$ cat src/hw/rtl/reprojection_error_jacobian_unit_defines.svh
// Assertion macros for the reprojection error and Jacobian unit.
`ifndef REPROJECTION_ERROR_JACOBIAN_UNIT_DEFINES_SVH
`define REPROJECTION_ERROR_JACOBIAN_UNIT_DEFINES_SVH

`ifndef SYNTHESIS

// Same-cycle implication, sampled on clk, off while rst_n is low.
`define REJ_ASSERT_NOW(lbl, ante, cons) \
    lbl: assert property (@(posedge clk) disable iff (!rst_n) (ante) |-> (cons)) \
        else $error("reprojection unit: check failed");

// Next-cycle implication, sampled on clk, off while rst_n is low.
`define REJ_ASSERT_NEXT(lbl, ante, cons) \
    lbl: assert property (@(posedge clk) disable iff (!rst_n) (ante) |=> (cons)) \
        else $error("reprojection unit: check failed");

`else

`define REJ_ASSERT_NOW(lbl, ante, cons)
`define REJ_ASSERT_NEXT(lbl, ante, cons)

`endif

`endif

$ cat src/hw/rtl/rej_pkg.sv
// Shared types, constants and saturation helper for the reprojection unit.
`default_nettype none

package rej_pkg;

    localparam int FRAC_BITS  = 16;
    localparam int DATA_W     = 32;
    localparam int CFG_W      = 31;
    localparam int DIV_W      = DATA_W + FRAC_BITS;
    localparam int POSE_WORDS = 12;
    localparam int ROW_FIELDS = 10;
    localparam int QDEPTH     = 4;
    localparam int QPTR_W     = 2;
    localparam int STEP_W     = 6;
    localparam int IN_TDATA_W  = 200;
    localparam int OUT_TDATA_W = ROW_FIELDS * DATA_W;

    localparam logic ACTION_LOAD    = 1'b0;
    localparam logic ACTION_PROJECT = 1'b1;

    localparam logic [1:0] REG_FOCAL_X  = 2'd0;
    localparam logic [1:0] REG_FOCAL_Y  = 2'd1;
    localparam logic [1:0] REG_CENTER_X = 2'd2;
    localparam logic [1:0] REG_CENTER_Y = 2'd3;

    typedef logic signed [DATA_W-1:0] word_t;

    localparam word_t SAT_MAX = 32'sh7fffffff;
    localparam word_t SAT_MIN = 32'sh80000000;
    localparam logic signed [63:0] WIDE_MAX = 64'sd2147483647;
    localparam logic signed [63:0] WIDE_MIN = -64'sd2147483648;

    typedef struct packed {
        logic       action;
        logic [3:0] pose_index;
        word_t      pose_value;
        word_t      point_x;
        word_t      point_y;
        word_t      point_z;
        word_t      meas_u;
        word_t      meas_v;
    } item_t;

    typedef struct packed {
        word_t [ROW_FIELDS-1:0] u;
        word_t [ROW_FIELDS-1:0] v;
        logic                   inv;
    } rows_t;

    typedef struct packed {
        logic  load;
        rows_t rows;
    } hand_t;

    typedef enum logic [2:0] {
        BS_IDLE,
        BS_MAC,
        BS_CHK,
        BS_DIV,
        BS_POST,
        BS_HAND
    } back_state_t;

    typedef enum logic [1:0] {
        OS_EMPTY,
        OS_U,
        OS_V
    } out_state_t;

    function automatic word_t sat64(input logic signed [63:0] v);
        word_t r;
        if (v > WIDE_MAX)
        begin
            r = SAT_MAX;
        end
        else if (v < WIDE_MIN)
        begin
            r = SAT_MIN;
        end
        else
        begin
            r = word_t'(v[DATA_W-1:0]);
        end
        return r;
    endfunction

endpackage

`default_nettype wire

$ cat src/hw/rtl/rej_front.sv
// Input side: accept beats, unpack them and hold them in a short queue.
`default_nettype none

module rej_front (
    input  wire logic                            clk,
    input  wire logic                            rst_n,
    input  wire logic                            s_axis_tvalid,
    output logic                                 s_axis_tready,
    input  wire logic [rej_pkg::IN_TDATA_W-1:0]  s_axis_tdata,
    input  wire logic                            s_axis_tuser,
    output logic                                 q_valid,
    input  wire logic                            q_ready,
    output rej_pkg::item_t                       q_item
);
    import rej_pkg::*;

    item_t               mem_reg [QDEPTH];
    logic [QPTR_W-1:0]   wr_ptr_reg;
    logic [QPTR_W-1:0]   rd_ptr_reg;
    logic [QPTR_W:0]     count_reg;
    logic [QPTR_W:0]     count_next;
    logic                push;
    logic                pop;
    item_t               in_item;

    always_comb
    begin
        in_item.action     = s_axis_tuser;
        in_item.pose_index = s_axis_tdata[3:0];
        in_item.pose_value = word_t'(s_axis_tdata[35:4]);
        in_item.point_x    = word_t'(s_axis_tdata[67:36]);
        in_item.point_y    = word_t'(s_axis_tdata[99:68]);
        in_item.point_z    = word_t'(s_axis_tdata[131:100]);
        in_item.meas_u     = word_t'(s_axis_tdata[163:132]);
        in_item.meas_v     = word_t'(s_axis_tdata[195:164]);
    end

    assign s_axis_tready = (count_reg != (QPTR_W+1)'(QDEPTH));
    assign q_valid       = (count_reg != '0);
    assign q_item        = mem_reg[rd_ptr_reg];
    assign push          = s_axis_tvalid && s_axis_tready;
    assign pop           = q_valid && q_ready;

    always_comb
    begin
        count_next = count_reg;
        if (push && !pop)
        begin
            count_next = count_reg + 1'b1;
        end
        else if (pop && !push)
        begin
            count_next = count_reg - 1'b1;
        end
    end

    always_ff @(posedge clk or negedge rst_n)
    begin
        if (!rst_n)
        begin
            wr_ptr_reg <= '0;
            rd_ptr_reg <= '0;
            count_reg  <= '0;
        end
        else
        begin
            count_reg <= count_next;
            if (push)
            begin
                wr_ptr_reg <= wr_ptr_reg + 1'b1;
            end
            if (pop)
            begin
                rd_ptr_reg <= rd_ptr_reg + 1'b1;
            end
        end
    end

    always_ff @(posedge clk)
    begin
        if (push)
        begin
            mem_reg[wr_ptr_reg] <= in_item;
        end
    end

endmodule

`default_nettype wire

$ cat config.mk
export PLATFORM = sky130hd
export DESIGN_NAME = rej_front
export DESIGN_NICKNAME = d
export VERILOG_FILES = /design/src/hw/rtl/reprojection_error_jacobian_unit_defines.svh /design/src/hw/rtl/rej_pkg.sv /design/src/hw/rtl/rej_front.sv
export SDC_FILE = /design/constraint.sdc
export NUM_CORES = 1
export LEC_CHECK = 0
export ABC_AREA = 1
export BUFFER_PORTS_ARGS = -buffer_cell sky130_fd_sc_hd__buf_4
export CAP_MARGIN = 5
export CORE_UTILIZATION = 62
export CTS_CLUSTER_SIZE = 30
export DETAILED_ROUTE_END_ITERATION = 7
export PLACE_DENSITY_LB_ADDON = 0.25
export SLEW_MARGIN = 40
export SYNTH_ARGS = -nofsm -noshare
export SYNTH_HDL_FRONTEND = slang
export SYNTH_SLANG_ARGS = --single-unit
$ cat constraint.sdc
create_clock -name clk -period 30.2 [get_ports clk]
set_input_delay 9.06 -clock clk [delete_from_list [all_inputs] [get_ports clk]]
set_output_delay 9.06 -clock clk [all_outputs]
set_load 0.02 [all_outputs]
---- Yosys cells after proc, flatten, opt, wreduce, memory -nomap -nowiden ----
Memories as Yosys holds them, arrays and structs flattened.
Index checks and enable logic that the tools add are counted.
word-level totals
  bits in registers ....................... 7
  bits in writable memories ............... 788
  bits of input ports ..................... 205
  word-level logic and storage cells ...... 21
  memories ................................ 1
memory list
  memory   words  bits a word  rd ports  clocked after memory_dff  write ports  RTL line         text
  mem_reg  4      197          1         0                         1            rej_front.sv:17  item_t mem_reg [QDEPTH];
operators by class
  $add $sub $neg .......................... 4
  equal/unequal tests ..................... 1
  muxes and demuxes ....................... 4
  reductions and logical operators ........ 8
operator list
  kind                                                                 number
  3-bit 2-to-1 mux                                                     2
  2-bit by 1-bit adder with 2-bit output (second input constant)       2
  1-bit logical AND                                                    4
  3-bit by 1-bit adder with 3-bit output (second input constant)       1
  3-bit inequality test (second input constant)                        1
  3-bit nonzero test                                                   1
  3-bit by 1-bit subtractor with 3-bit output (second input constant)  1
  1-bit zero test                                                      2
  1-bit 2-to-1 mux                                                     2
  2-bit nonzero test                                                   1

---- Longest topological paths before layout ----
Gate-level depths: netlist of the first run.
  depth in word-level cells ............... 6
  depth in mapped cells ................... 12
  gate-level depth less buffers ........... 12

---- Worst setup path before layout of the first run ----
OpenSTA, ideal clock, no wires.
  path kind ............................... in2reg
  start ................................... input s_axis_tvalid
  end ..................................... memory mem_reg[0][0] (netlist name) (enable)
  data arrival time ....................... 17.388 ns
  path slack .............................. 12.054 ns
  cell stages on the path ................. 2
  buffers on the path ..................... 0
  cells stage by stage .................... nand2_1 > nor2_1
between the ends
  longest elaborated chain between the ends .. 3
ends and longest elaborated chain
  item                                    RTL line         text
  from (decl)                             rej_front.sv:7   input wire logic s_axis_tvalid,
  1-bit logical AND                       rej_front.sv:41  assign push = s_axis_tvalid && s_axis_tready;
  1-bit 2-to-1 mux                        rej_front.sv:81  if (push)
  1-bit 2-to-1 mux (not written as such)  rej_front.sv:83  mem_reg[wr_ptr_reg] <= in_item;
  to (decl)                               rej_front.sv:17
No other way between the ends.

==> out/qor.txt, run 1 <==
Top_reg_cell synth = edfxtp_1
Critical Setup Path Class = flip-flop to output port
Die H = 227 µm
Least-Margin Pin Slew = 0.848 ns
First-pass GRT wire length = 96200 µm
Power consumption = 0.00389 W
Vias in the first global route = 18300
Final Skew = 0.0126 ns
Most used cell, CP = nand2_1
Hold_buf cts = 0
PD cells = 104 nW/µm²
CP Cell Sequence = inv_16 > buf_12 > buf_16 > nand2_1 > o211ai_1 > nand2_1 > buf_4
Worst skew pair latency = 0.61 ns
Worst rel slew slack = 0.434
Sw frac = 0.362
Seq pwr share = 0.386
Clock sink count = 795
DIE WIDTH = 227 µm
Cells after synthesis = 2357
Final net count = 2940
Hold Path Sink = count_reg[2]$_DFFE_PN0P_
Vias per inst = 5.39
Area growth from synthesis to layout = 19.4%
Gate power share = 0.375
Req. time, crit path = 21.14 ns
Post-DP HPWL = 36800 µm
Pleak = 15.0 nW
Synthesized flop and latch total = 795
Unrepaired setup endpoints after global routing = no
Clock buffer depth = 3
DR WL/cell = 18.4 µm
CTS Root Cell = clkbuf_16
Pin count of the biggest net entering global routing = 229
Resized cells post-CTS = 0
Worst-path fanout max = 228
Full die area = 51500 µm²
Critical Path AT = 3.18 ns
PortBufs = 399
GRT Total Usage = 0.247
Synth warnings = 0
Syn Nets = 2568
Total Wirelength = 64000 µm
Synth cell types = 17
Gp weighted congestion = 0.761
Post-CTS setup buffer count = 0
Filler cell count = 2984
R2R setup slack = 27.37 ns
Cell with the most instances after synthesis = edfxtp_1
Max FFs per register = 788
Peak Freq = 81.7 MHz
Period utilisation layout = 0.405
Clock network fraction of design power = 0.238
Commonest cells post-synth = 788 x edfxtp_1, 609 x nand2_1, 407 x inv_1
Top post-synthesis cells by area = edfxtp_1 75%, o211ai_1 9.4%, nand2_1 7.3%
Int Power = 0.00248 W
Hold depth = 2
CP max stage delay = 0.51 ns
Setup crit start kind = flip-flop
Hold Path Class = flip-flop to flip-flop
Final min period = 12.24 ns
Ys async rst share = 0.00881
Worst setup EP type = output port
Area leader, netlist = edfxtp_1
Final Max Slew Viols = 0
Hold Fails Final Rpt = 0
Sequential share of the synthesized area = 0.760
DR vias = 18700
Core Area = 50100 µm²
Setup WS post-layout = 17.96 ns
Setup TNS = 0 ns
Layout cells sized above 1 = 0.191
Clk slew on worst S/H paths = 0.06 ns
Initial core utilization = 0.627
Final ANT Viol Nets = 0
RR Startpoint = count_reg[0]$_DFFE_PN0P_
TritonCTS Buffers = 76
H-tree Lvls = 3
Max cap viols = 0
Drt pass-1 iters = 5
CTS tree = yes
VDD IR max = 0.0774 mV
Final Setup Violations = 0
Post-route DRC = 0
Worst slack, placed = 18.44 ns
Worst R2R Path Depth = 5
Avg Cell Area, Syn = 13.3 µm²
EDFF count, synth = 788
Post-synth top area share = 0.754
IO Count = 404
Congestion Overflow GR = 0
Hold Path Origin = count_reg[2]$_DFFE_PN0P_
Row count = 82
Sw Pwr = 0.00141 W
DRT iter0 DRCs = 1220
Reg-to-reg critical path endpoint = mem_reg[2][9]$_DFFE_PP_
Slowest-stage cell, CP = dfrtp_1
Run status = completed
Initial antenna violation count = 12
Synth Cell Area = 31400 µm²
area by class of cell:
type,instances,area (µm²),area share
Sequential cell,795,23800,0.636
Inverter,409,1560,0.0415
Clock inverter,48,420,0.0112
Clock buffer,90,2020,0.0539
Tap cell,672,841,0.0224
Timing Repair Buffer,424,3350,0.0894
Antenna cell,7,17.5,0.000467
Multi-Input combinational cell,1023,5430,0.145
through the flow:
| step | utilization | hold WS (ns) | cells | area [µm²] |
|---|---|---|---|---|
| final | 0.748 | 0.528 | 3468 | 37500 |
| after global routing | 0.748 | 0.543 | 3465 | 37500 |
| after CTS | 0.748 | 0.519 | 3460 | 37400 |
| after detailed placement | 0.699 | 0.504 | 3322 | 35000 |
| after global placement | 0.695 | 0.484 | 3316 | 34800 |
| after floorplan | - | 0.463 | 2357 | 31400 |
power by group through the flow:
stage / registers [W] / logic [W] / clock network (W)
5_1_grt: 0.00152 / 0.00159 / 0.000987
3_5_place_dp: 0.00153 / 0.00145 / 0
3_3_place_gp: 0.00152 / 0.00140 / 0
4_1_cts: 0.00151 / 0.00146 / 0.000942
2_1_floorplan: 0.00158 / 0.000896 / 0
6_report: 0.00150 / 0.00146 / 0.000927
cells by family after synthesis:
kind of cell | after synthesis | synth area share
flip-flops | 795 | 0.760
AND/OR/NAND/NOR | 621 | 0.0746
buffers and inverters | 539 | 0.0684
AO/OA/AOI/OAI | 395 | 0.0944
adder cells (fa/ha/maj) | 6 | 0.00263
XOR/XNOR | 1 | 0.000279
cell usage in the layout, fill, tap and decap left out, types with 2 or more instances in the layout:
cell          n
bufinv_16     8
ha_1          5
nand2_1     609
inv_6         2
nor2_4        4
clkbuf_1     11
edfxtp_1    788
buf_16        3
buf_8         2
inv_1       407
buf_12        4
dfrtp_1       6
diode_2       7
o211ai_1    394
clkinv_1     26
nand3_1       7
clkinvlp_4    2
clkinv_2     10
clkbuf_16    79
buf_6        11
buf_4       404
layer usage:
metal,part of all wire,global-route usage,vias up
met5,0.0014,0,-
met4,0.025,0.0998,12
met3,0.098,0.0905,104
met2,0.50,0.416,533
met1,0.37,0.288,9030
li1,-,-,9012
worst max-delay path: cells and delay by family (launching register included):
| kind | cells | cell delay [ns] |
|---|---|---|
| compound gates | 1 | 0.12 |
| buf+inv | 4 | 1.63 |
| flops | 1 | 0.51 |
| simple gates | 2 | 0.23 |
how the worst max path moves through the flow:
stage | startpoint | to | depth (start not counted)
2_1_floorplan | s_axis_tvalid | mem_reg[0][0]$_DFFE_PP_ | 2
3_3_place_gp | rd_ptr_reg[1]$_DFFE_PN0P_ | q_item[153] | 5
3_5_place_dp | rd_ptr_reg[0]$_DFFE_PN0P_ | q_item[102] | 7
4_1_cts | rd_ptr_reg[0]$_DFFE_PN0P_ | q_item[102] | 7
5_1_grt | rd_ptr_reg[0]$_DFFE_PN0P_ | q_item[114] | 7
6_report | rd_ptr_reg[0]$_DFFE_PN0P_ | q_item[102] | 7
Note: power is estimated with default switching activity, not from simulation.
==> run 2, diff against run 1 <==
Settings changed: CORE_UTILIZATION 62 to 58.
Clock period 30.2 ns to 12.59 ns, I/O delays scaled along.
==> run 2 against run 1 <==
Effect of this change:
- clock power increased by 140%
- via count grew 0.70%
- design area up 0.29%
- non-clock buffer count increased by 6
- flip-flop and latch count did not move
- sequential share of layout area is 0.18 points lower
- register-to-register slack lost 18 ns
- worst setup slack got worse by 13 ns
- first-iteration DRC count shrank 21%
- hold slack worse by 0.017 ns
- global-route usage fell by 1.3 points
- cell count grew 0.66%
==> out/qor.txt, run 2 (synthesis results as in run 1) <==
Post-DP HPWL = 38400 µm
Initial antenna violation count = 6
Worst setup EP type = output port
Leading cell type in the layout, fill and taps excluded = edfxtp_1
Least-Margin Pin Slew = 0.825 ns
Peak Freq = 129 MHz
Post-placement cell area = 35000 µm²
PD cells = 250 nW/µm²
Area growth from synthesis to layout = 19.8%
Hold Path Class = flip-flop to flip-flop
Congestion Overflow GR = 0
Clock buffer depth = 3
Power consumption = 0.00938 W
Initial core utilization = 0.592
R2R setup slack = 9.42 ns
Resized cells post-CTS = 0
CTS tree = yes
Vias per inst = 5.39
DR vias = 18800
Total Wirelength = 64500 µm
Reg-to-reg critical path endpoint = mem_reg[3][73]$_DFFE_PP_
Final min period = 7.75 ns
GRT Total Usage = 0.235
Critical Setup Path Class = flip-flop to output port
Layout cells sized above 1 = 0.194
Critical Path AT = 3.97 ns
CTS Root Cell = clkbuf_16
H-tree Lvls = 3
Post-CTS setup buffer count = 0
Post-route insts no fill = 3491
DR WL/cell = 18.5 µm
Slowest-stage cell, CP = buf_4
PortBufs = 399
Filler cell count = 3387
Final Instance Area = 37600 µm²
Hold_buf cts = 0
Run status = completed
Final ANT Viol Nets = 0
Worst-path fanout max = 171
TritonCTS Buffers = 79
Req. time, crit path = 8.81 ns
Full die area = 55000 µm²
Worst R2R Path Depth = 6
First-pass GRT wire length = 99800 µm
Clock sink count = 795
Pin count of the biggest net entering global routing = 172
Setup crit start kind = flip-flop
Setup TNS = 0 ns
Worst skew pair latency = 0.61 ns
Row count = 84
Worst rel slew slack = 0.450
Unrepaired setup endpoints after global routing = no
CP Cell Sequence = clkinv_8 > buf_12 > buf_16 > buf_4 > nand2_1 > o211ai_1 > nand2_1 > buf_4
Final Max Slew Viols = 0
Gp weighted congestion = 0.755
Most frequent cells in the layout = 788 x edfxtp_1, 609 x nand2_1, 410 x buf_4
Core Area = 53000 µm²
Pleak = 15.1 nW
Post-placement cell count = 3345
Clk slew on worst S/H paths = 0.06 ns
Max cap viols = 0
Final Skew = 0.0261 ns
Hold Fails Final Rpt = 0
Hold depth = 2
Post-route DRC = 0
DIE WIDTH = 235 µm
IO Count = 404
Final Util = 0.709
RR Startpoint = count_reg[0]$_DFFE_PN0P_
Hold Path Sink = count_reg[2]$_DFFE_PN0P_
Max FFs per register = 788
Period utilisation layout = 0.615
Hold Path Origin = count_reg[2]$_DFFE_PN0P_
DRT iter0 DRCs = 964
CP max stage delay = 0.71 ns
Buf/Inv on CP = 5
VDD IR max = 0.223 mV
Die H = 235 µm
CP delay by family, top = buffers and inverters
Final Setup Violations = 0
Vias in the first global route = 18900
Final net count = 2949
Drt pass-1 iters = 5
-- run 2: cell types whose count changed in the layout (fill, tap and decap cells not counted), sizes merged --
cell      previous run  this run
clkbuf              90       107
clkinv              37        26
diode                7         3
bufinv               8         7
buf                424       430
clkinvlp             2         1
inv                410       411
-- run 2: worst max-delay path by stage --
stage | slack [ns] | to | cells after the start | start
3_5_place_dp | 5.38 | q_item[12] | 8 | rd_ptr_reg[0]$_DFFE_PN0P_
2_1_floorplan | -0.27 | mem_reg[0][0]$_DFFE_PP_ | 2 | s_axis_tvalid
6_report | 4.84 | q_item[51] | 8 | rd_ptr_reg[0]$_DFFE_PN0P_
5_1_grt | 4.56 | q_item[51] | 8 | rd_ptr_reg[0]$_DFFE_PN0P_
3_3_place_gp | 5.46 | mem_reg[3][74]$_DFFE_PP_ | 5 | s_axis_tvalid
4_1_cts | 4.65 | q_item[51] | 8 | rd_ptr_reg[0]$_DFFE_PN0P_
-- run 2: tightest hold or removal path, delay by kind of cell, from the launching register on --
| kind | cells | cell delay [ns] |
|---|---|---|
| simple gates | 2 | 0.11 |
| flops | 1 | 0.37 |
-- run 2: per-layer routing --
metal  global-route usage  share of wire  vias up
met5                    0        0.00088        -
met4               0.0927          0.030        8
met3               0.0758          0.092      121
met2                0.402           0.50      550
met1                0.275           0.37     9114
li1                     -              -     9028
-- run 2: report_power, final --
group	total [W]	switching [W]	internal [W]	leakage, nW
combinational	0.00352	0.00234	0.00117	6.55
clock	0.00227	0.000925	0.00134	1.22
sequential	0.00360	0.000123	0.00348	7.30
total	0.00938	0.00339	0.00599	15.1
-- run 2: through the flow --
step / hold slack [ns] / setup slack (ns)
floorplan: 0.463 / -0.273
global placement: 0.485 / 5.46
detailed placement: 0.492 / 5.38
CTS: 0.505 / 4.65
global route: 0.521 / 4.56
finish: 0.511 / 4.84
-- run 2: final cells by class --
type	instances	area (µm²)	share of cell area
sequential	795	23800	0.634
multi-input combinational	1023	5430	0.144
timing repair buffer	430	3380	0.0899
clock buffer	107	2150	0.0571
inverter	409	1550	0.0413
tap	688	861	0.0229
clock inverter	36	367	0.00976
antenna	3	7.51	0.000200
