[src/hw/rtl/reprojection_error_jacobian_unit_defines.svh]
// Assertion macros for the reprojection error and Jacobian unit.
`ifndef REPROJECTION_ERROR_JACOBIAN_UNIT_DEFINES_SVH
`define REPROJECTION_ERROR_JACOBIAN_UNIT_DEFINES_SVH

`ifndef SYNTHESIS

// Same-cycle implication, sampled on clk, off while rst_n is low.
`define REJ_ASSERT_NOW(lbl, ante, cons) \
    lbl: assert property (@(posedge clk) disable iff (!rst_n) (ante) |-> (cons)) \
        else $error("reprojection unit: check failed");

// Next-cycle implication, sampled on clk, off while rst_n is low.
`define REJ_ASSERT_NEXT(lbl, ante, cons) \
    lbl: assert property (@(posedge clk) disable iff (!rst_n) (ante) |=> (cons)) \
        else $error("reprojection unit: check failed");

`else

`define REJ_ASSERT_NOW(lbl, ante, cons)
`define REJ_ASSERT_NEXT(lbl, ante, cons)

`endif

`endif

[src/hw/rtl/rej_pkg.sv]
// Shared types, constants and saturation helper for the reprojection unit.
`default_nettype none

package rej_pkg;

    localparam int FRAC_BITS  = 16;
    localparam int DATA_W     = 32;
    localparam int CFG_W      = 31;
    localparam int DIV_W      = DATA_W + FRAC_BITS;
    localparam int POSE_WORDS = 12;
    localparam int ROW_FIELDS = 10;
    localparam int QDEPTH     = 4;
    localparam int QPTR_W     = 2;
    localparam int STEP_W     = 6;
    localparam int IN_TDATA_W  = 200;
    localparam int OUT_TDATA_W = ROW_FIELDS * DATA_W;

    localparam logic ACTION_LOAD    = 1'b0;
    localparam logic ACTION_PROJECT = 1'b1;

    localparam logic [1:0] REG_FOCAL_X  = 2'd0;
    localparam logic [1:0] REG_FOCAL_Y  = 2'd1;
    localparam logic [1:0] REG_CENTER_X = 2'd2;
    localparam logic [1:0] REG_CENTER_Y = 2'd3;

    typedef logic signed [DATA_W-1:0] word_t;

    localparam word_t SAT_MAX = 32'sh7fffffff;
    localparam word_t SAT_MIN = 32'sh80000000;
    localparam logic signed [63:0] WIDE_MAX = 64'sd2147483647;
    localparam logic signed [63:0] WIDE_MIN = -64'sd2147483648;

    typedef struct packed {
        logic       action;
        logic [3:0] pose_index;
        word_t      pose_value;
        word_t      point_x;
        word_t      point_y;
        word_t      point_z;
        word_t      meas_u;
        word_t      meas_v;
    } item_t;

    typedef struct packed {
        word_t [ROW_FIELDS-1:0] u;
        word_t [ROW_FIELDS-1:0] v;
        logic                   inv;
    } rows_t;

    typedef struct packed {
        logic  load;
        rows_t rows;
    } hand_t;

    typedef enum logic [2:0] {
        BS_IDLE,
        BS_MAC,
        BS_CHK,
        BS_DIV,
        BS_POST,
        BS_HAND
    } back_state_t;

    typedef enum logic [1:0] {
        OS_EMPTY,
        OS_U,
        OS_V
    } out_state_t;

    function automatic word_t sat64(input logic signed [63:0] v);
        word_t r;
        if (v > WIDE_MAX)
        begin
            r = SAT_MAX;
        end
        else if (v < WIDE_MIN)
        begin
            r = SAT_MIN;
        end
        else
        begin
            r = word_t'(v[DATA_W-1:0]);
        end
        return r;
    endfunction

endpackage

`default_nettype wire

[src/hw/rtl/rej_out.sv]
// Result buffer: hold one row pair and send the u row, then the v row.
`default_nettype none

module rej_out (
    input  wire logic                             clk,
    input  wire logic                             rst_n,
    input  wire rej_pkg::hand_t                   hand,
    output logic                                  out_free,
    output logic                                  m_axis_tvalid,
    input  wire logic                             m_axis_tready,
    output logic [rej_pkg::OUT_TDATA_W-1:0]       m_axis_tdata,
    output logic                                  m_axis_tuser,
    output logic                                  m_axis_tlast
);
    import rej_pkg::*;

    out_state_t state_reg;
    out_state_t state_next;
    rows_t      rows_reg;
    logic       beat;

    assign beat = m_axis_tvalid && m_axis_tready;

    always_comb
    begin
        state_next = state_reg;
        case (state_reg)
            OS_EMPTY:
            begin
                if (hand.load)
                begin
                    state_next = OS_U;
                end
            end
            OS_U:
            begin
                if (beat)
                begin
                    state_next = OS_V;
                end
            end
            OS_V:
            begin
                if (hand.load)
                begin
                    state_next = OS_U;
                end
                else if (beat)
                begin
                    state_next = OS_EMPTY;
                end
            end
            default:
            begin
                state_next = OS_EMPTY;
            end
        endcase
    end

    always_comb
    begin
        out_free      = (state_reg == OS_EMPTY) || ((state_reg == OS_V) && m_axis_tready);
        m_axis_tvalid = (state_reg != OS_EMPTY);
        m_axis_tlast  = (state_reg == OS_V);
        m_axis_tuser  = rows_reg.inv;
        for (int i = 0; i < ROW_FIELDS; i++)
        begin
            m_axis_tdata[i*DATA_W +: DATA_W] = (state_reg == OS_V) ? rows_reg.v[i]
                                                                     : rows_reg.u[i];
        end
    end

    always_ff @(posedge clk or negedge rst_n)
    begin
        if (!rst_n)
        begin
            state_reg <= OS_EMPTY;
        end
        else
        begin
            state_reg <= state_next;
        end
    end

    always_ff @(posedge clk)
    begin
        if (hand.load)
        begin
            rows_reg <= hand.rows;
        end
    end

endmodule

`default_nettype wire

[config.mk]
export PLATFORM = sky130hd
export DESIGN_NAME = rej_out
export DESIGN_NICKNAME = d
export VERILOG_FILES = /design/src/hw/rtl/reprojection_error_jacobian_unit_defines.svh /design/src/hw/rtl/rej_pkg.sv /design/src/hw/rtl/rej_out.sv
export SDC_FILE = /design/constraint.sdc
export NUM_CORES = 1
export LEC_CHECK = 0
export ABC_AREA = 1
export BUFFER_PORTS_ARGS = -buffer_cell sky130_fd_sc_hd__buf_2
export CORE_AREA = 2 2 378 380
export DETAILED_ROUTE_END_ITERATION = 8
export DIE_AREA = 0 0 380 382
export PLACE_DENSITY = 0.47
export SLEW_MARGIN = 20
export SYNTH_ARGS = -nofsm -noshare
export SYNTH_HDL_FRONTEND = slang
export SYNTH_SLANG_ARGS = --single-unit
[constraint.sdc]
create_clock -name clk -period 1.06 [get_ports clk]
set_input_delay 0.106 -clock clk [delete_from_list [all_inputs] [get_ports clk]]
set_output_delay 0.106 -clock clk [all_outputs]
set_load 0.05 [all_outputs]
# Yosys cells after proc, flatten, opt, wreduce, memory -nomap -nowiden
# Cells that the tools add are included.
[word_totals]
regBits = 643
input_bits = 645
mem_bits_ro = 0
output_inout_bits = 324
mem_bits_rw = 0
memories = 0
latchBits = 0
word_cells = 48
[classes]
n_addsub = 0
reduce_logical = 6
n_mux = 15
n_bitwise = 0
n_mul = 0
shift = 0
n_lt_le_gt_ge = 0
div = 0
eq_ne = 5
[ops]
columns = ["op", "count"]
rows = [
  ["$mux W32", 10],
  ["$mux W2", 4],
  ["$pmux W2 S3", 1],
  ["$ne A2 B2 Y1 const B", 2],
  ["$ne A3 B2 Y1 const B", 1],
  ["$reduce_and A3 Y1", 1],
  ["$eq A2 B1 Y1 const B", 1],
  ["$eq A2 B2 Y1 const B", 1],
  ["$logic_and A1 B1 Y1", 2],
  ["$logic_not A2 Y1", 1],
  ["$reduce_bool A2 Y1", 1],
  ["$logic_or A1 B1 Y1", 1],
]

# Depth between registers and ports, before layout
# Gate-level depths: netlist of run 1.
[logic_depth]
word_depth = 5
mapped_depth = 6
depth_no_buf = 4

# Least setup slack after synthesis of run 1
# OpenSTA, ideal clock, no wires.
[synth_path]
path_type = "register -> output"
startpoint = "register state_reg[1]"
endpoint = "output port out_free"
required_ns = 0.954
stages_incl_launch_ff = 5
n_path_buf = 3
arrival_ns = 1.608
path_slack_ns = -0.654
path_cell_list = "dfrtp_1 -> buf_2 -> buf_2 -> buf_2 -> a21oi_1"
[synth_via]
elab_chain_len = 3
word_cells_on_any_way = 4
cone_classes = "eq/ne: 1; reduce/logical: 3"
[synth_lines]
columns = ["element", "line_no", "source"]
rows = [
  ["start, declared", "rej_out.sv:17", "out_state_t state_reg;"],
  ["start signal, assigned", "rej_out.sv:81", "state_reg <= state_next;"],
  ["$eq A2 B2 Y1", "rej_out.sv:62", "out_free = (state_reg == OS_EMPTY) || ((state_reg == OS_V) && m_axis_tready);"],
  ["$logic_and A1 B1 Y1", "rej_out.sv:62", ""],
  ["$logic_or A1 B1 Y1 *", "rej_out.sv:62", ""],
  ["end, declared", "rej_out.sv:8", "output logic out_free,"],
]
# Mark *: on every way between the ends. The rest lies on a longest branch, timed or not.

# Final worst setup path of run 1
[layout_path]
startpoint = "register state_reg[1]"
endpoint = "output port m_axis_tdata[160] (netlist bit)"
[layout_via]
elab_chain_len = 2
[layout_lines]
columns = ["element", "line_no", "source"]
rows = [
  ["$eq A2 B2 Y1", "rej_out.sv:68", "m_axis_tdata[i*DATA_W +: DATA_W] = (state_reg == OS_V) ? rows_reg.v[i]"],
  ["$mux W32", "rej_out.sv:68", ""],
  ["end, declared", "rej_out.sv:11", "output logic [rej_pkg::OUT_TDATA_W-1:0] m_axis_tdata,"],
]
# No other way between the ends.

==> impl_metrics.csv, run 1 <==
group,metric,value,unit
worst_hold_path,hp-class,"in2reg",
floorplanning,ioPinCount,969,
cells_and_area,mostFrequentLayoutCells,"683 x buf_2, 645 x dlygate4sd3_1, 641 x edfxtp_1, 315 x nand3_1, 297 x nand2_4",
detailed_routing,wirelength,102000,µm
grt,grt_pass1_vias,21722,
critical_path,worst_ep_required_time,950,ps
critical_path,slowest_delay,460,ps
timing,finalWorstSetupSlack,-1200,ps
run_status,violations,"negative setup slack",
timing,timing.final.crit_share,214,%
detailed_routing,drc,0,
timing,period_needed,2260,ps
cts,cts_tree,"done",
cells_and_area,drive_above_1_share,46.3,%
detailed_routing,ant_nets,0,
detailed_routing,wl_per_cell,18.7,µm
grt,grt_max_degree,43,
synth,synthDistinctLibCells,12,
timing,hold_viol_final,0,
cells_and_area,nets,4140,
synth,synth.area.top_cells,"edfxtp_1 80%, nand2_1 10%, nand3_1 6.7%",
floorplanning,core-area,141000,µm²
power,p_leak,0.0191,µW
floorplanning,die_x,380,µm
place,io_buffer_count,968,
critical_path,cp_cell_sequence,"buf_12, buf_12, buf_4, nand3_1, nand2_4, buf_4",
floorplanning,initial_core_util,17.0,%
timing,setup_tns,-365840,ps
synth,ys_warn_count,0,
detailed_routing,detailedRoute.firstPassIterationCount,5,
run_status,status,"finished with violations",
floorplanning,fp-row-count,138,
timing,slew_headroom,76.5,%
grt,antenna_found_initial,7,
power,peakVddDrop,0.00156,V
cells_and_area,area_delta_synth_final,93.7,%
grt,gr-usage-all-layers,13.2,%
synth,ys_ff_latch,643,
place,dp.cells,4645,
grt,grt_pass1_wl,142000,µm
critical_path,worstSetupEndpointType,"primary output",
synth,yosysTopAreaCell,"edfxtp_1",
critical_path,path_class,"reg2out",
critical_path,crit_arrival,2160,ps
timing,finalSetupViolCount,529,
cells_and_area,fin_cells,5452,
cts,cts_root_buffer,"clkbuf_16",
cells_and_area,final_common_cell,"buf_2",
cts,clock_sinks,643,
synth,synth_nets,2368,
synth,syn-mean-instance-area,13.9,µm²
critical_path,crit_fanout,20,
timing,skew,1.86,ps
synth,synthCells,1723,
place,hpwl,72800,µm
grt,grt.overflow.total,0,
detailed_routing,drt-initial-drc-count,1079,
cells_and_area,largest_reg_flops,640,
cts,clock_latency,630,ps
timing,maxClockFrequency,442,MHz
cts,cts.path.max_buffers,3,
detailed_routing,vias,20614,
critical_path,worst_setup_path_start_kind,"register",
critical_path,cpMaxStageDelayCell,"dfrtp_4",
floorplanning,die_area,145000,µm²
floorplanning,die_y,382,µm
synth,synth_top_area_share,80.4,%
synth,synth_area,23900,µm²
timing,worst_pin_slew,353,ps
timing,grt_setup_unrepaired,"true",
timing,finalMaxSlewViolations,0,
cts,cts_buffers,77,
power,p_per_area,1800,nW/µm²
synth,seq_area_frac_synth,80.6,%
cells_and_area,fillers,13919,
cts,cts.clk_slew.worst_paths,60,ps
cts,h-tree-depth,3,
detailed_routing,viasPerCell,3.78,
place,globalplace.congestion,0.886,
job,drv_cap,0,
## per-stage QoR
step	cell area (µm²)	setup slack [ps]	total power [µW]	util, %	hold WS [ps]
2_1_floorplan	26400	-368	44800	-	-190
3_3_place_gp	36200	-633	54300	25.7	-85.1
3_5_place_dp	36200	-637	54400	25.7	-84.2
4_1_cts	45600	-1330	83300	32.4	53.9
5_1_grt	46400	-1340	86400	32.9	90.3
6_report	46400	-1200	83300	32.9	149
## synthesized netlist by cell type, drive strengths merged
library cell	n
a21oi	1
buf	98
clkbuf	8
dfrtp	2
edfxtp	641
inv	3
nand2	646
nand3	322
nor2	2
## kinds of logic after synthesis
logic type | after synthesis | synth area share, %
flip-flops | 643 | 80.6
AND/OR/NAND/NOR | 970 | 16.9
AO/OA/AOI/OAI | 1 | 0.0209
buffers and inverters | 109 | 2.43
## final timing paths
| path | start | end | slack [ps] | cells past startpoint |
|---|---|---|---|---|
| max | state_reg[1]$_DFFE_PN0P_ | m_axis_tdata[160] | -1200 | 6 |
| min | hand[488] | rows_reg[488]$_DFFE_PP_ | 150 | 2 |
| max reg2reg | state_reg[1]$_DFFE_PN0P_ | state_reg[1]$_DFFE_PN0P_ | -440 | 6 |
| min reg2reg | state_reg[0]$_DFFE_PN0P_ | state_reg[0]$_DFFE_PN0P_ | 740 | 3 |
| max in group asynchronous | rst_n | state_reg[1]$_DFFE_PN0P_ | 480 | 3 |
| min in group asynchronous | rst_n | state_reg[1]$_DFFE_PN0P_ | 420 | 3 |
## worst max-delay path: cells and delay by family, from the launching register on
| family | cells | cell delay (ps) |
|---|---|---|
| AND/OR/NAND/NOR | 2 | 220 |
| buffers and inverters | 4 | 780 |
| flip-flops | 1 | 460 |
## power by group
part	internal [µW]	switching, µW
logic	10500	15900
clock network	14800	11000
registers	30300	763
total	55600	27700
## what timing repair did
item                                    CTS  global route
setup buffers                             0             9
gates cloned                              0             7
endpoints found under the hold margin   687             0
resized for setup                       173           176
endpoints found under the setup margin  326           366
hold buffers                            645             0
pin swaps                                 2             2
## cell type report
cell class | count | area (µm²) | area share [%]
timing repair buffer | 1799 | 15700 | 33.8
clock buffer | 102 | 2060 | 4.45
antenna | 4 | 10.0 | 0.0216
tap | 1890 | 2360 | 5.10
sequential | 643 | 19300 | 41.6
multi-input combinational | 971 | 6540 | 14.1
clock inverter | 40 | 379 | 0.818
inverter | 3 | 18.8 | 0.0405
## routing by layer
metal / track usage [%] / part of all wire, % / vias to the layer above
li1: - / - / 9693
met2: 23.6 / 52 / 742
met3: 3.32 / 5.9 / 170
met4: 4.94 / 3.6 / 2
met5: 0 / 0.0069 / -
met1: 15.1 / 39 / 10007
(Power assumes the default switching activity.)
==> inputs of run 2 (changes only) <==
--- a/config.mk
+++ b/config.mk
@@ -6,11 +6,13 @@
 export NUM_CORES = 1
 export LEC_CHECK = 0
 export ABC_AREA = 1
-export BUFFER_PORTS_ARGS = -buffer_cell sky130_fd_sc_hd__buf_2
-export CORE_AREA = 2 2 378 380
+export BUFFER_PORTS_ARGS = -buffer_cell sky130_fd_sc_hd__clkbuf_2
+export CELL_PAD_IN_SITES_DETAIL_PLACEMENT = 1
+export CELL_PAD_IN_SITES_GLOBAL_PLACEMENT = 1
+export CORE_AREA = 2 2 372 374
 export DETAILED_ROUTE_END_ITERATION = 8
-export DIE_AREA = 0 0 380 382
-export PLACE_DENSITY = 0.47
+export DIE_AREA = 0 0 374 376
+export PLACE_DENSITY = 0.55
 export SLEW_MARGIN = 20
 export SYNTH_ARGS = -nofsm -noshare
 export SYNTH_HDL_FRONTEND = slang
==> impl_metrics.csv, run 2 (synthesized netlist as in run 1, its figures left out) <==
group,metric,value,unit
timing,period_needed,2250,ps
critical_path,path_delay_family,"buffers and inverters",
timing,setup_tns,-364360,ps
place,placed_cell_area,37800,µm²
power,clock_power_share,29.8,%
detailed_routing,wirelength,119000,µm
job,drv_cap,0,
detailed_routing,drt-initial-drc-count,1025,
critical_path,worst_ep_required_time,950,ps
grt,antenna_found_initial,11,
worst_hold_path,hp-class,"in2reg",
power,p_per_area,1800,nW/µm²
power,peakVddDrop,0.00123,V
grt,grt.overflow.total,0,
cells_and_area,mostFrequentLayoutCells,"646 x clkbuf_2, 645 x dlygate4sd3_1, 641 x edfxtp_1, 302 x nand2_4, 266 x nand3_1",
power,p_sw,29400,µW
grt,grt_max_degree,69,
worst_hold_path,hold_end,"rows_reg[511]$_DFFE_PP_",
timing,slew_headroom,72.7,%
timing,grt_setup_unrepaired,"true",
worst_hold_path,hold-path-cell-count,2,
critical_path,crit_fanout,9,
place,hpwl,79800,µm
power,p_leak,0.0202,µW
detailed_routing,drc,0,
critical_path,worstSetupEndpointType,"primary output",
detailed_routing,ant_nets,0,
grt,gr-usage-all-layers,16.0,%
cts,h-tree-depth,3,
place,dp.cells,4546,
detailed_routing,wl_per_cell,22.1,µm
cells_and_area,largest_reg_flops,640,
critical_path,slowest_delay,540,ps
floorplanning,core-area,137000,µm²
timing,finalWorstSetupSlack,-1190,ps
cells_and_area,final_common_cell,"clkbuf_2",
cells_and_area,final-seq-area,19300,µm²
critical_path,rrSetupSlack,-400,ps
floorplanning,ioPinCount,969,
cells_and_area,fin_cells,5376,
floorplanning,die_x,374,µm
cells_and_area,fillers,14467,
floorplanning,die_y,376,µm
worst_hold_path,hold_start,"hand[511]",
critical_path,cpMaxStageDelayCell,"dfrtp_4",
timing,maxClockFrequency,445,MHz
cts,clock_latency,640,ps
detailed_routing,vias,21333,
critical_path,crit_arrival,2140,ps
timing,skew,0.0335,ps
timing,finalMaxSlewViolations,0,
cells_and_area,drive_above_1_share,49.3,%
critical_path,r2r_end,"state_reg[1]$_DFFE_PN0P_",
run_status,violations,"negative setup slack",
critical_path,path_class,"reg2out",
detailed_routing,detailedRoute.firstPassIterationCount,5,
detailed_routing,viasPerCell,3.97,
place,globalplace.congestion,0.881,
critical_path,reg2reg_from,"state_reg[1]$_DFFE_PN0P_",
cts,cts.clk_slew.worst_paths,70,ps
cells_and_area,design_area,49100,µm²
grt,grt_pass1_wl,164000,µm
cts,clock_sinks,643,
cells_and_area,area_delta_synth_final,105,%
critical_path,cp_cell_sequence,"nand2_8, buf_16, buf_12, buf_16, nand2_1, nand2_4, buf_12",
timing,timing.final.crit_share,212,%
power,p_int,59100,µW
power,p_comb_share,35.0,%
grt,grt_pass1_vias,23808,
run_status,status,"finished with violations",
critical_path,path_buf_inv,4,
power,p_seq_share,35.2,%
timing,worst_pin_slew,410,ps
timing,hold_viol_final,0,
power,p_sw_share,33.3,%
cells_and_area,multi_input_area,6940,µm²
cts,cts_root_buffer,"clkbuf_16",
cells_and_area,nets,4164,
critical_path,reg2reg_depth,6,
cts,cts_tree,"done",
floorplanning,initial_core_util,17.5,%
critical_path,worst_setup_path_start_kind,"register",
cts,cts.path.max_buffers,3,
place,io_buffer_count,968,
floorplanning,fp-row-count,136,
cts,cts_buffers,79,
floorplanning,die_area,141000,µm²
timing,finalSetupViolCount,554,
==> run 2: cell types whose count changed in the layout (fill, tap and decap cells not counted), moves of 12 or more <==
| cell | change |
|---|---|
| clkbuf_8 | +50 |
| buf_16 | +12 |
| nand3_2 | +46 |
| clkbuf_2 | +646 |
| nand2_1 | -40 |
| buf_12 | +112 |
| nand2_2 | +34 |
| nand3_1 | -49 |
| buf_4 | -141 |
| buf_2 | -683 |
==> run 2: worst max-delay path by stage <==
| stage | from | to | cells past startpoint |
|---|---|---|---|
| after floorplan | state_reg[0]$_DFFE_PN0P_ | m_axis_tdata[215] | 5 |
| after global routing | state_reg[1]$_DFFE_PN0P_ | m_axis_tdata[122] | 7 |
| after detailed placement | state_reg[0]$_DFFE_PN0P_ | m_axis_tdata[305] | 6 |
| final | state_reg[1]$_DFFE_PN0P_ | m_axis_tdata[48] | 7 |
| after CTS | state_reg[0]$_DFFE_PN0P_ | m_axis_tdata[164] | 8 |
| after global placement | state_reg[1]$_DFFE_PN0P_ | m_axis_tdata[23] | 6 |
==> run 2: worst reg2reg max path, cell delays in order (launching register included) <==
cell     delay [ps]
dfrtp_4         540
buf_12          190
buf_16          180
inv_1           140
nor2_2           50
nand2_1          60
nand2_1         130
==> run 2: stage by stage <==
stage | hold slack (ps) | power (µW) | setup slack, ps | utilization, %
5_1_grt | 98.0 | 91500 | -1330 | 35.9
3_5_place_dp | -24.8 | 57400 | -645 | 27.6
3_3_place_gp | -27.3 | 57100 | -628 | 27.6
4_1_cts | 85.1 | 87700 | -1330 | 35.1
6_report | 162 | 88500 | -1190 | 35.9
2_1_floorplan | -190 | 44800 | -368 | -
==> run 2: area by class of cell <==
| class | count | area share (%) |
|---|---|---|
| Sequential cell | 643 | 39.3 |
| Clock buffer | 97 | 4.21 |
| Antenna cell | 9 | 0.0459 |
| Multi-Input combinational cell | 971 | 14.1 |
| Tap cell | 1794 | 4.57 |
| Inverter | 3 | 0.0484 |
| Timing Repair Buffer | 1821 | 36.9 |
| Clock inverter | 38 | 0.754 |
==> run 2: layer usage <==
layer	track usage [%]	vias to the layer above	routed length (µm)
li1	-	9731	-
met1	18.1	10647	46200
met2	28.7	768	61600
met4	5.61	2	3980
met3	4.29	185	6710
met5	0	-	13
==> run 2: timing repair <==
action                     in CTS  in global routing
gates cloned                    7                 10
hold endpoints to repair      709                  0
hold buffers                  645                  0
setup endpoints to repair     326                447
buffers inserted                6                 18
resized for setup             251                241
pin swaps                       0                 10
==> run 2: power by group through the flow <==
stage / registers [µW] / clock network (µW) / logic [µW]
global placement: 31500 / 0 / 25700
CTS: 31100 / 27000 / 29600
finish: 31200 / 26400 / 30900
detailed placement: 31500 / 0 / 25800
global route: 31300 / 27900 / 32200
floorplan: 31200 / 0 / 13600
